## src/hdl/swsd_pkg.sv

```systemverilog
// Shared constants and types for the moving-window standard deviation block.
package swsd_pkg;

	localparam int WINDOW   = 50;
	localparam int SAMPLE_W = 16;
	localparam int SLOT_W   = $clog2(WINDOW);
	localparam int CNT_W    = $clog2(WINDOW + 1);
	localparam int SUM_W    = SAMPLE_W + $clog2(WINDOW);
	localparam int SQS_W    = 2 * SAMPLE_W + $clog2(WINDOW);
	localparam int PROD_W   = SQS_W + CNT_W;
	localparam int NSQ_W    = 2 * CNT_W;
	localparam int VAR_W    = 2 * SAMPLE_W;
	localparam int STEP_W   = $clog2(VAR_W);

	// window statistics handed to the serial arithmetic unit
	typedef struct packed {
		logic [CNT_W-1:0] n;
		logic [SUM_W-1:0] sum;
		logic [SQS_W-1:0] sumsq;
	} calc_req_t;

endpackage

```

## src/hdl/swsd_ram.sv

```systemverilog
// Generic single-port-write, registered-read RAM.
module swsd_ram #(
	parameter int WIDTH = 16,
	parameter int DEPTH = 64
) (
	input  logic                     clk,
	input  logic                     we,
	input  logic [$clog2(DEPTH)-1:0] waddr,
	input  logic [WIDTH-1:0]         wdata,
	input  logic                     re,
	input  logic [$clog2(DEPTH)-1:0] raddr,
	output logic [WIDTH-1:0]         rdata
);

	logic [WIDTH-1:0] mem_q [DEPTH];
	logic [WIDTH-1:0] rdata_q;

	always_ff @(posedge clk) begin
		if (we) begin
			mem_q[waddr] <= wdata;
		end
		if (re) begin
			rdata_q <= mem_q[raddr];
		end
	end

	assign rdata = rdata_q;

endmodule

```

## src/hdl/swsd_calc.sv

```systemverilog
// Serial arithmetic: shift-add products, restoring divide by n^2, digit-by-digit square root.
module swsd_calc
	import swsd_pkg::*;
(
	input  logic                clk,
	input  logic                arst_n,
	input  logic                start,
	input  calc_req_t           req,
	output logic                done,
	output logic [SAMPLE_W-1:0] root
);

	typedef enum logic [4:0] {
		C_IDLE = 5'b00001,
		C_MUL  = 5'b00010,
		C_SUB  = 5'b00100,
		C_DIV  = 5'b01000,
		C_ROOT = 5'b10000
	} calc_state_t;

	calc_state_t state_q;
	logic [STEP_W-1:0]   step_q;
	logic                done_q;

	logic [PROD_W-1:0]   mc_a_q, mc_b_q, acc_a_q, acc_b_q;
	logic [CNT_W-1:0]    mp_a_q;
	logic [SUM_W-1:0]    mp_b_q;
	logic [NSQ_W-1:0]    nsq_q;
	logic [NSQ_W-1:0]    rem_q;
	logic [VAR_W-1:0]    quo_q;
	logic [SAMPLE_W:0]   srem_q;
	logic [SAMPLE_W-1:0] root_q;

	logic [PROD_W-1:0]   num_d;
	logic [NSQ_W:0]      dtrial;
	logic                dge;
	logic [SAMPLE_W+2:0] srr, strial;
	logic                sge;

	always_comb begin
		num_d  = (acc_a_q > acc_b_q) ? acc_a_q - acc_b_q : '0;
		dtrial = {rem_q, quo_q[VAR_W-1]};
		dge    = dtrial >= {1'b0, nsq_q};
		srr    = {srem_q, quo_q[VAR_W-1 -: 2]};
		strial = {1'b0, root_q, 2'b01};
		sge    = srr >= strial;
	end

	always_ff @(posedge clk or negedge arst_n) begin
		if (!arst_n) begin
			state_q <= C_IDLE;
			step_q  <= '0;
			done_q  <= 1'b0;
		end else begin
			done_q <= 1'b0;
			unique case (state_q)
				C_IDLE: begin
					if (start) begin
						state_q <= C_MUL;
						step_q  <= '0;
					end
				end
				C_MUL: begin
					step_q <= step_q + 1'b1;
					if (step_q == STEP_W'(SUM_W - 1)) begin
						state_q <= C_SUB;
					end
				end
				C_SUB: begin
					state_q <= C_DIV;
					step_q  <= '0;
				end
				C_DIV: begin
					step_q <= step_q + 1'b1;
					if (step_q == STEP_W'(VAR_W - 1)) begin
						state_q <= C_ROOT;
						step_q  <= '0;
					end
				end
				C_ROOT: begin
					step_q <= step_q + 1'b1;
					if (step_q == STEP_W'(SAMPLE_W - 1)) begin
						state_q <= C_IDLE;
						done_q  <= 1'b1;
					end
				end
				default: state_q <= C_IDLE;
			endcase
		end
	end

	// datapath: n*sumsq and sum*sum run side by side, one multiplier bit per cycle
	always_ff @(posedge clk) begin
		unique case (state_q)
			C_IDLE: begin
				mc_a_q  <= PROD_W'(req.sumsq);
				mp_a_q  <= req.n;
				mc_b_q  <= PROD_W'(req.sum);
				mp_b_q  <= req.sum;
				acc_a_q <= '0;
				acc_b_q <= '0;
				nsq_q   <= NSQ_W'(req.n) * NSQ_W'(req.n);
			end
			C_MUL: begin
				if (mp_a_q[0]) begin
					acc_a_q <= acc_a_q + mc_a_q;
				end
				if (mp_b_q[0]) begin
					acc_b_q <= acc_b_q + mc_b_q;
				end
				mc_a_q <= mc_a_q << 1;
				mc_b_q <= mc_b_q << 1;
				mp_a_q <= mp_a_q >> 1;
				mp_b_q <= mp_b_q >> 1;
			end
			C_SUB: begin
				// variance fits VAR_W bits, so the high part is already below n^2
				rem_q <= NSQ_W'(num_d >> VAR_W);
				quo_q <= num_d[VAR_W-1:0];
			end
			C_DIV: begin
				rem_q  <= dge ? NSQ_W'(dtrial - {1'b0, nsq_q}) : dtrial[NSQ_W-1:0];
				quo_q  <= {quo_q[VAR_W-2:0], dge};
				srem_q <= '0;
				root_q <= '0;
			end
			C_ROOT: begin
				// quotient shifts out two bits per step as the radicand
				srem_q <= sge ? (SAMPLE_W+1)'(srr - strial) : srr[SAMPLE_W:0];
				root_q <= {root_q[SAMPLE_W-2:0], sge};
				quo_q  <= quo_q << 2;
			end
			default: ;
		endcase
	end

	assign done = done_q;
	assign root = root_q;

endmodule

```

## src/hdl/sliding_window_std_deviation.sv

```systemverilog
// Top level: sample ring, running sums, sequencing and output register.
//
//  channel  dir  fields (lsb up)          accepted when
//  s_*      in   tdata[15:0] sample       s_tvalid & s_tready
//  m_*      out  tdata[15:0] std_dev      m_tvalid & m_tready
//
// A word passes from acceptance to result through the ring read and sum update,
// the start of the arithmetic unit, the bit-serial products, a subtract, the
// restoring divide by n^2, the square root, capture of the root and the load
// of the output register. With fewer than two samples held the arithmetic
// unit is skipped and the result is zero.
// Reset clears control, count, slot and sums; ring contents are not cleared.
// A new word is taken while a result waits in the output register.
module sliding_window_std_deviation
	import swsd_pkg::*;
(
	input  logic        clk,
	input  logic        arst_n,
	input  logic        s_tvalid,
	output logic        s_tready,
	input  logic [15:0] s_tdata,   // [15:0] sample
	output logic        m_tvalid,
	input  logic        m_tready,
	output logic [15:0] m_tdata    // [15:0] std_deviation
);

	typedef enum logic [4:0] {
		ST_IDLE = 5'b00001,
		ST_RD   = 5'b00010,
		ST_UPD  = 5'b00100,
		ST_CALC = 5'b01000,
		ST_HOLD = 5'b10000
	} state_t;

	state_t state_q;
	logic [SLOT_W-1:0]   slot_q;
	logic [CNT_W-1:0]    count_q;
	logic [SUM_W-1:0]    sum_q;
	logic [SQS_W-1:0]    sumsq_q;
	logic [SAMPLE_W-1:0] sample_q, old_q, res_q;
	logic [VAR_W-1:0]    old_sq_q, new_sq_q;
	logic                start_q;
	logic                m_tvalid_q;
	logic [SAMPLE_W-1:0] m_tdata_q;

	logic                accept, full, out_load;
	logic [CNT_W-1:0]    count_d;
	logic [SAMPLE_W-1:0] ram_rdata;
	calc_req_t           calc_req;
	logic                calc_done;
	logic [SAMPLE_W-1:0] calc_root;

	assign s_tready = state_q == ST_IDLE;
	assign accept   = s_tvalid && s_tready;
	assign full     = count_q == CNT_W'(WINDOW);
	assign count_d  = full ? count_q : count_q + 1'b1;
	assign out_load = (state_q == ST_HOLD) && (!m_tvalid_q || m_tready);

	assign calc_req.n     = count_q;
	assign calc_req.sum   = sum_q;
	assign calc_req.sumsq = sumsq_q;

	swsd_ram #(
		.WIDTH(SAMPLE_W),
		.DEPTH(WINDOW)
	) u_ring (
		.clk   (clk),
		.we    (state_q == ST_RD),
		.waddr (slot_q),
		.wdata (sample_q),
		.re    (accept),
		.raddr (slot_q),
		.rdata (ram_rdata)
	);

	swsd_calc u_calc (
		.clk    (clk),
		.arst_n (arst_n),
		.start  (start_q),
		.req    (calc_req),
		.done   (calc_done),
		.root   (calc_root)
	);

	always_ff @(posedge clk or negedge arst_n) begin
		if (!arst_n) begin
			state_q    <= ST_IDLE;
			slot_q     <= '0;
			count_q    <= '0;
			sum_q      <= '0;
			sumsq_q    <= '0;
			start_q    <= 1'b0;
			m_tvalid_q <= 1'b0;
		end else begin
			start_q <= 1'b0;
			unique case (state_q)
				ST_IDLE: begin
					if (accept) begin
						state_q <= ST_RD;
					end
				end
				ST_RD: state_q <= ST_UPD;
				ST_UPD: begin
					sum_q   <= sum_q - SUM_W'(old_q) + SUM_W'(sample_q);
					sumsq_q <= sumsq_q - SQS_W'(old_sq_q) + SQS_W'(new_sq_q);
					count_q <= count_d;
					slot_q  <= (slot_q == SLOT_W'(WINDOW - 1)) ? '0 : slot_q + 1'b1;
					if (count_d < CNT_W'(2)) begin
						state_q <= ST_HOLD;
					end else begin
						state_q <= ST_CALC;
						start_q <= 1'b1;
					end
				end
				ST_CALC: begin
					if (calc_done) begin
						state_q <= ST_HOLD;
					end
				end
				ST_HOLD: begin
					if (out_load) begin
						state_q <= ST_IDLE;
					end
				end
				default: state_q <= ST_IDLE;
			endcase
			if (out_load) begin
				m_tvalid_q <= 1'b1;
			end else if (m_tready) begin
				m_tvalid_q <= 1'b0;
			end
		end
	end

	always_ff @(posedge clk) begin
		if (accept) begin
			sample_q <= s_tdata[SAMPLE_W-1:0];
		end
		if (state_q == ST_RD) begin
			// oldest sample leaves the sums only once the window is full
			old_q    <= full ? ram_rdata : '0;
			old_sq_q <= full ? VAR_W'(ram_rdata) * VAR_W'(ram_rdata) : '0;
			new_sq_q <= VAR_W'(sample_q) * VAR_W'(sample_q);
		end
		if (state_q == ST_UPD) begin
			res_q <= '0;
		end else if (state_q == ST_CALC && calc_done) begin
			res_q <= calc_root;
		end
		if (out_load) begin
			m_tdata_q <= res_q;
		end
	end

	assign m_tvalid = m_tvalid_q;
	assign m_tdata  = m_tdata_q;

`ifndef SYNTHESIS
	a_count_range: assert property (@(posedge clk) disable iff (!arst_n)
		count_q <= CNT_W'(WINDOW))
		else $error("held count beyond window");

	a_accept_reads: assert property (@(posedge clk) disable iff (!arst_n)
		accept |=> state_q == ST_RD)
		else $error("accepted word did not start a ring read");

	a_done_in_calc: assert property (@(posedge clk) disable iff (!arst_n)
		calc_done |-> state_q == ST_CALC)
		else $error("arithmetic unit finished outside calc state");

	a_small_zero: assert property (@(posedge clk) disable iff (!arst_n)
		(m_tvalid && count_q < CNT_W'(2)) |-> m_tdata == '0)
		else $error("nonzero result with fewer than two samples");
`endif

endmodule
```

## config.mk

```make
export PLATFORM = sky130hd
export DESIGN_NAME = sliding_window_std_deviation
export DESIGN_NICKNAME = d
export VERILOG_FILES = /design/src/hdl/swsd_pkg.sv /design/src/hdl/swsd_ram.sv /design/src/hdl/swsd_calc.sv /design/src/hdl/sliding_window_std_deviation.sv
export SDC_FILE = /design/constraint.sdc
export NUM_CORES = 2
export LEC_CHECK = 0
export BUFFER_PORTS_ARGS = -buffer_cell sky130_fd_sc_hd__clkbuf_2
export CAP_MARGIN = 25
export CORE_UTILIZATION = 35
export CTS_BUF_LIST = sky130_fd_sc_hd__clkbuf_4 sky130_fd_sc_hd__clkbuf_8
export CTS_CLUSTER_SIZE = 40
export DETAILED_ROUTE_END_ITERATION = 8
export GPL_TIMING_DRIVEN = 0
export HOLD_SLACK_MARGIN = 0.06
export PLACE_DENSITY = 0.54
export RECOVER_POWER = 50
export SYNTH_ARGS = -nofsm -noshare
export SYNTH_HDL_FRONTEND = slang
export SYNTH_SLANG_ARGS = --single-unit
```

## constraint.sdc

```tcl
create_clock -name clk -period 8.65 [get_ports clk]
set_input_delay 1.73 -clock clk [delete_from_list [all_inputs] [get_ports clk]]
set_output_delay 1.73 -clock clk [all_outputs]
set_load 0.005 [all_outputs]
```

### Yosys cells after proc, flatten, opt, wreduce, memory -nomap -nowiden

Memories as Yosys holds them, arrays and structs flattened. A register that Yosys moved wholly into a read port is not among the register bits.
Index checks and enable logic that the tools add are counted.
W data, S select, Z words.

| storage, ports and cells | value |
|---|---|
| bits in registers | 511 |
| bits in writable memories | 800 |
| bits of input ports | 20 |
| output and inout port bits | 18 |
| word-level logic and storage cells | 126 |
| memories | 1 |

| operators by class | value |
|---|---|
| $add $sub $neg | 12 |
| multiply operators | 3 |
| order comparisons | 4 |
| eq/ne operators | 24 |
| mux-type cells | 38 |
| reduce and logical (&&, ||, !) cells | 17 |

Memories:

| memory | depth | bits a word | read ports | clocked after memory_dff | wr ports | line | text |
|---|---|---|---|---|---|---|---|
| u_ring.mem_q | 50 | 16 | 1 | 1 | 1 | swsd_ram.sv:15 | `logic [WIDTH-1:0] mem_q [DEPTH];` |

Operators by type and width:

| cell | number |
|---|---|
| $pmux W44 S2 | 4 |
| $mux W44 | 3 |
| $pmux W32 S3 | 1 |
| $add A44 B44 Y44 | 2 |
| $mul A16 B16 Y32 | 2 |
| $mux W5 | 10 |
| $pmux W5 S5 | 2 |
| $gt A44 B44 Y1 | 1 |
| $pmux W22 S2 | 1 |
| $sub A44 B44 Y44 | 1 |
| $add A38 B32 Y38 | 1 |
| $sub A38 B32 Y38 | 1 |
| $pmux W17 S2 | 1 |
| $pmux W16 S2 | 1 |
| $pmux W12 S2 | 1 |
| $add A22 B16 Y22 | 1 |
| $sub A22 B16 Y22 | 1 |
| $eq A5 B5 Y1 const B | 4 |
| $pmux W5 S4 | 1 |
| $ge A19 B18 Y1 | 1 |
| $mux W17 | 1 |
| $sub A17 B17 Y17 | 1 |
| $eq A5 B4 Y1 const B | 3 |
| $ne A2 B1 Y1 const B | 7 |
| other kinds (25) | 46 |

### Logic depth before layout (Yosys ltp)

| logic depth | value |
|---|---|
| depth after elaboration | 5 |
| mapped depth | 26 |
| gate-level depth less buffers | 25 |

### Cells and area by module

A second synthesis with hierarchy kept.

| unflattened totals | value |
|---|---|
| cells, all modules | 6653 |
| area, all modules | 79007.0 µm² |

Modules (own cells, without submodules):

| module | times used | cells an instance | area each (µm²) |
|---|---|---|---|
| swsd_ram | 1 | 1650 | 31854.3 |
| sliding_window_std_deviation | 1 | 2777 | 25957.4 |
| swsd_calc | 1 | 2226 | 21195.3 |

### Worst setup path before layout

OpenSTA, ideal clock, no wires.

| timing | value |
|---|---|
| kind | reg-to-reg |
| start | reg sample_q[2] |
| end | reg new_sq_q[28] (data pin) |
| arrival | 6723 ps |
| data required time | 8391 ps |
| path slack | 1667 ps |
| stages on the path, launching flop included | 27 |
| cell sequence | edfxtp_1 -> clkbuf_1 -> clkinv_1 -> nor2_1 -> fa_1 -> inv_1 -> fa_1 -> inv_1 -> fa_1 -> inv_1 -> fa_1 -> inv_1 -> fa_1 -> inv_1 -> fa_1 -> inv_1 -> ha_1 -> and3_1 -> o21ai_1 -> o31ai_2 -> o41ai_4 -> o311ai_2 -> a211o_1 -> a21o_1 -> a21o_1 -> a21oi_2 -> xnor2_1 |

| on the way | value |
|---|---|
| longest elaborated chain between the ends | 1 |

Ends and longest elaborated chain:

| element | line | text |
|---|---|---|
| start: declaration | sliding_window_std_deviation.sv:40 | `logic [SAMPLE_W-1:0] sample_q, old_q, res_q;` |
| start signal: assignment | sliding_window_std_deviation.sv:137 | `sample_q <= s_tdata[SAMPLE_W-1:0];` |
| $mul A16 B16 Y32 | sliding_window_std_deviation.sv:143 | `new_sq_q <= VAR_W'(sample_q) * VAR_W'(sample_q);` |
| end signal: assignment | sliding_window_std_deviation.sv:143 |  |
| end: declaration | sliding_window_std_deviation.sv:41 | `logic [VAR_W-1:0] old_sq_q, new_sq_q;` |

Every way passes these cells.
A chain may end at the register's enable or synchronous reset.

### Worst setup path in the final report

| timing | value |
|---|---|
| start | reg sample_q[1] |
| end | reg new_sq_q[28] (data pin) |

The elaborated chain is that of the path after synthesis.

==> impl_metrics.ini <==
[synthesis]
syn_avg_cell_area_um2 = 11.7
synthFlopType = edfxtp_1
async_flop_share = 0.0680
ys_ff_latch = 1323
syn_area_mm2 = 0.0764
syn-num-nets = 7397
synth_edf_count = 1217
ys_seq_area_frac = 0.512
netlist_instances = 6554
yosysUniqueCellTypes = 99
ys.warnings.count = 0

[clock_tree]
cts_root_buffer = clkbuf_8
cts-buffers-inserted = 213
cts_tree = yes
insertion_delay_ps = 990
clock_sinks = 1323
cts_max_level = 4
clkTransAtPathRegs_ps = 60
cts.path.max_buffers = 3

[worst_setup_path]
crit_path_start_kind = flip-flop
r2r_slack_ps = 490
crit_fanout = 16
reg2reg_from = sample_q[1]$_DFFE_PP_
endpoint_kind = flip-flop
critPathArrivalTime_ps = 8880
critPathRequiredTime_ps = 9370
worst-r2r-cell-count = 26
r2r-end = new_sq_q[28]$_DFFE_PP_
critical_path.startpoint = sample_q[1]$_DFFE_PP_
crit_type = reg -> reg

[die]
start_util = 0.352
fp.dieArea_mm2 = 0.220
die-width_um = 469
fp.dieH_um = 469
boundaryPins = 38
rows = 171
core_area_mm2 = 0.217

[grt]
grt_pass1_wl_um = 348000
grt_pass1_vias = 52700
grt_max_degree = 85
grt_usage = 0.213
grt.overflow.total = 0
antenna_found_initial = 8

[route]
num_vias = 53000
drt_first_pass_iters = 5
ant_nets = 0
wl_per_cell_um = 23.9
wirelength_um = 239000
drtIter0Drc = 4916
drc = 0
vias_per_cell = 5.31

[min_path]
hold_path_end = m_tdata[6]$_DFFE_PP_
hp-start = res_q[6]$_SDFFE_PN0P_
hold_path_class = reg -> reg
min_delay_path_depth = 0

[timing]
grt_setup_unrepaired = no
relSlewSlack = -2.46
fmax_ghz = 0.123
min_period_ps = 8160
fin_setup_tns_ps = 0
fin_skew_ps = 74.2
setup_violations = 0
final.setup.worst_slack_ps = 490
worstMarginPinSlew_ps = 5190
hold_viol = 0
fin_crit_sh = 0.943
finalMaxSlewViolations = 302
holdWs_ps = 427

[place]
dp_slack_ps = 281
placed_area_mm2 = 0.0829
io_buffers = 37
dp_hpwl_um = 180000
place_congestion = 0.934

[job]
drv_cap = 6

[layout]
drive_gt1_frac = 0.0875
syn_to_final_growth_pct = 13.3
nets = 7789
design_area_mm2 = 0.0866

[outcome]
outcome = finished with violations
violations = capacitance limit, slew limit
[how the worst max path moves through the flow]
stage / end / cells past startpoint
detailed placement: new_sq_q[31]$_DFFE_PP_ / 26
finish: new_sq_q[28]$_DFFE_PP_ / 26
global placement: new_sq_q[28]$_DFFE_PP_ / 26
floorplan: new_sq_q[28]$_DFFE_PP_ / 26
CTS: new_sq_q[31]$_DFFE_PP_ / 26
global route: new_sq_q[31]$_DFFE_PP_ / 26
[sequential cells by signal, summed over array words and instances, names as in the netlist, 6 cells and up]
name	flops
slot_q	6
u_calc.root	16
u_calc.acc_b_q	44
u_calc.mc_b_q	44
u_calc.quo_q	32
u_calc.mp_b_q	22
u_calc.acc_a_q	44
u_calc.srem_q	17
m_tdata	16
u_ring.mem_q	800
old_sq_q	30
sumsq_q	38
sum_q	22
old_q	16
count_q	6
res_q	16
u_calc.mc_a_q	44
u_ring.rdata	16
sample_q	16
new_sq_q	31
u_calc.rem_q	12
u_calc.nsq_q	11
u_calc.mp_a_q	6
[cells in the final DEF, fill, tap and decap left out, drive strengths merged, types with 13 or more instances in the layout]
cell     synthesis  routed
nor2b           32      32
or2             14      14
edfxtp        1217    1217
o31ai           22      22
a22o            68      68
o2111ai         14      14
mux2i           39      39
a21oi          277     277
o21ai          281     281
dfrtp           88      88
nand4           75      75
xnor2          155     155
clkbuf         210     575
buf             53     151
nand2          579     579
nand3           79      79
o21a            32      32
nor4            13      13
o22ai           20      20
or3             20      20
nand2b          40      40
o21bai          41      41
and2           105     105
and3            27      27
inv            835     842
clkinv           4      89
a31oi           62      62
a21o           160     160
nor3            62      62
a221oi          75      75
a22oi          280     280
nor2           413     413
fa             382     382
xor2           108     108
o211ai          23      23
dfxtp           16      16
ha             441     441
a211oi          32      32
[per-layer routing]
metal	routed length, µm	GRT usage
met5	20	0
met4	11100	0.0923
met3	16100	0.0344
met2	113000	0.353
met1	98400	0.273
[cell usage after synthesis (all sizes together) (68+ instances only)]
cell	number	area [µm²]
inv	835	3130
nand2	579	2180
dfrtp	88	2200
a22oi	280	2100
nand4	75	469
a22o	68	596
xor2	108	946
ha	441	5520
and2	105	659
a21o	160	1200
edfxtp	1217	36500
clkbuf	210	788
xnor2	155	1360
fa	382	7650
o21ai	281	1420
a21oi	277	1420
nor2	413	1550
nand3	79	400
a221oi	75	687
[critical path: stages, from the launching register on]
cell and delay [ps]:
edfxtp_1 760, clkbuf_1 760, inv_1 610, nor2_1 320
fa_1 210, inv_1 60, fa_1 520, inv_1 50
fa_1 510, inv_1 60, fa_1 520, inv_1 50
fa_1 470, inv_1 50, fa_1 480, inv_1 50
ha_1 330, and3_1 220, o21ai_1 110, o31ai_2 140
o41ai_4 480, o311ai_2 230, a211o_1 310, a21o_1 220
a21o_1 190, a21oi_2 140, xnor2_1 70
[stage by stage]
step	instances	utilization
2_1_floorplan	6554	-
3_3_place_gp	9445	0.370
3_5_place_dp	9578	0.382
4_1_cts	9969	0.402
5_1_grt	9978	0.399
6_report	9980	0.399
[timing repair]
item / CTS / global route
hold buffers: 0 / 0
endpoints found under the setup margin: 0 / 3
gates resized for setup: 0 / 2
setup buffers: 0 / 3
[layout make-up]
type | instances | area [µm²]
Clock inverter | 105 | 787
Antenna cell | 4 | 10.0
Multi-Input combinational cell | 4129 | 33200
Tap cell | 2854 | 3570
Inverter | 839 | 3160
Timing Repair Buffer | 177 | 2130
Sequential cell | 1323 | 39100
Fill cell | 20900 | 130000
Buffer | 263 | 1030
Clock buffer | 286 | 3570
[kinds of logic (layout without fill, tap and decap cells)]
group	count (synthesis)	count (layout)	synth area share
and+or+nand+nor	1499	1499	0.0892
AOI/OAI and AO/OA	1495	1495	0.135
other	0	4	0
xor gates and xnor gates	263	263	0.0301
buffers and inverters	1102	1670	0.0547
DFF	1323	1323	0.512
muxes	49	49	0.00658
adders and majority gates	823	823	0.172
Power is not shown: default switching activity piles up to over one toggle a cycle in this logic, so the estimate is an artifact.
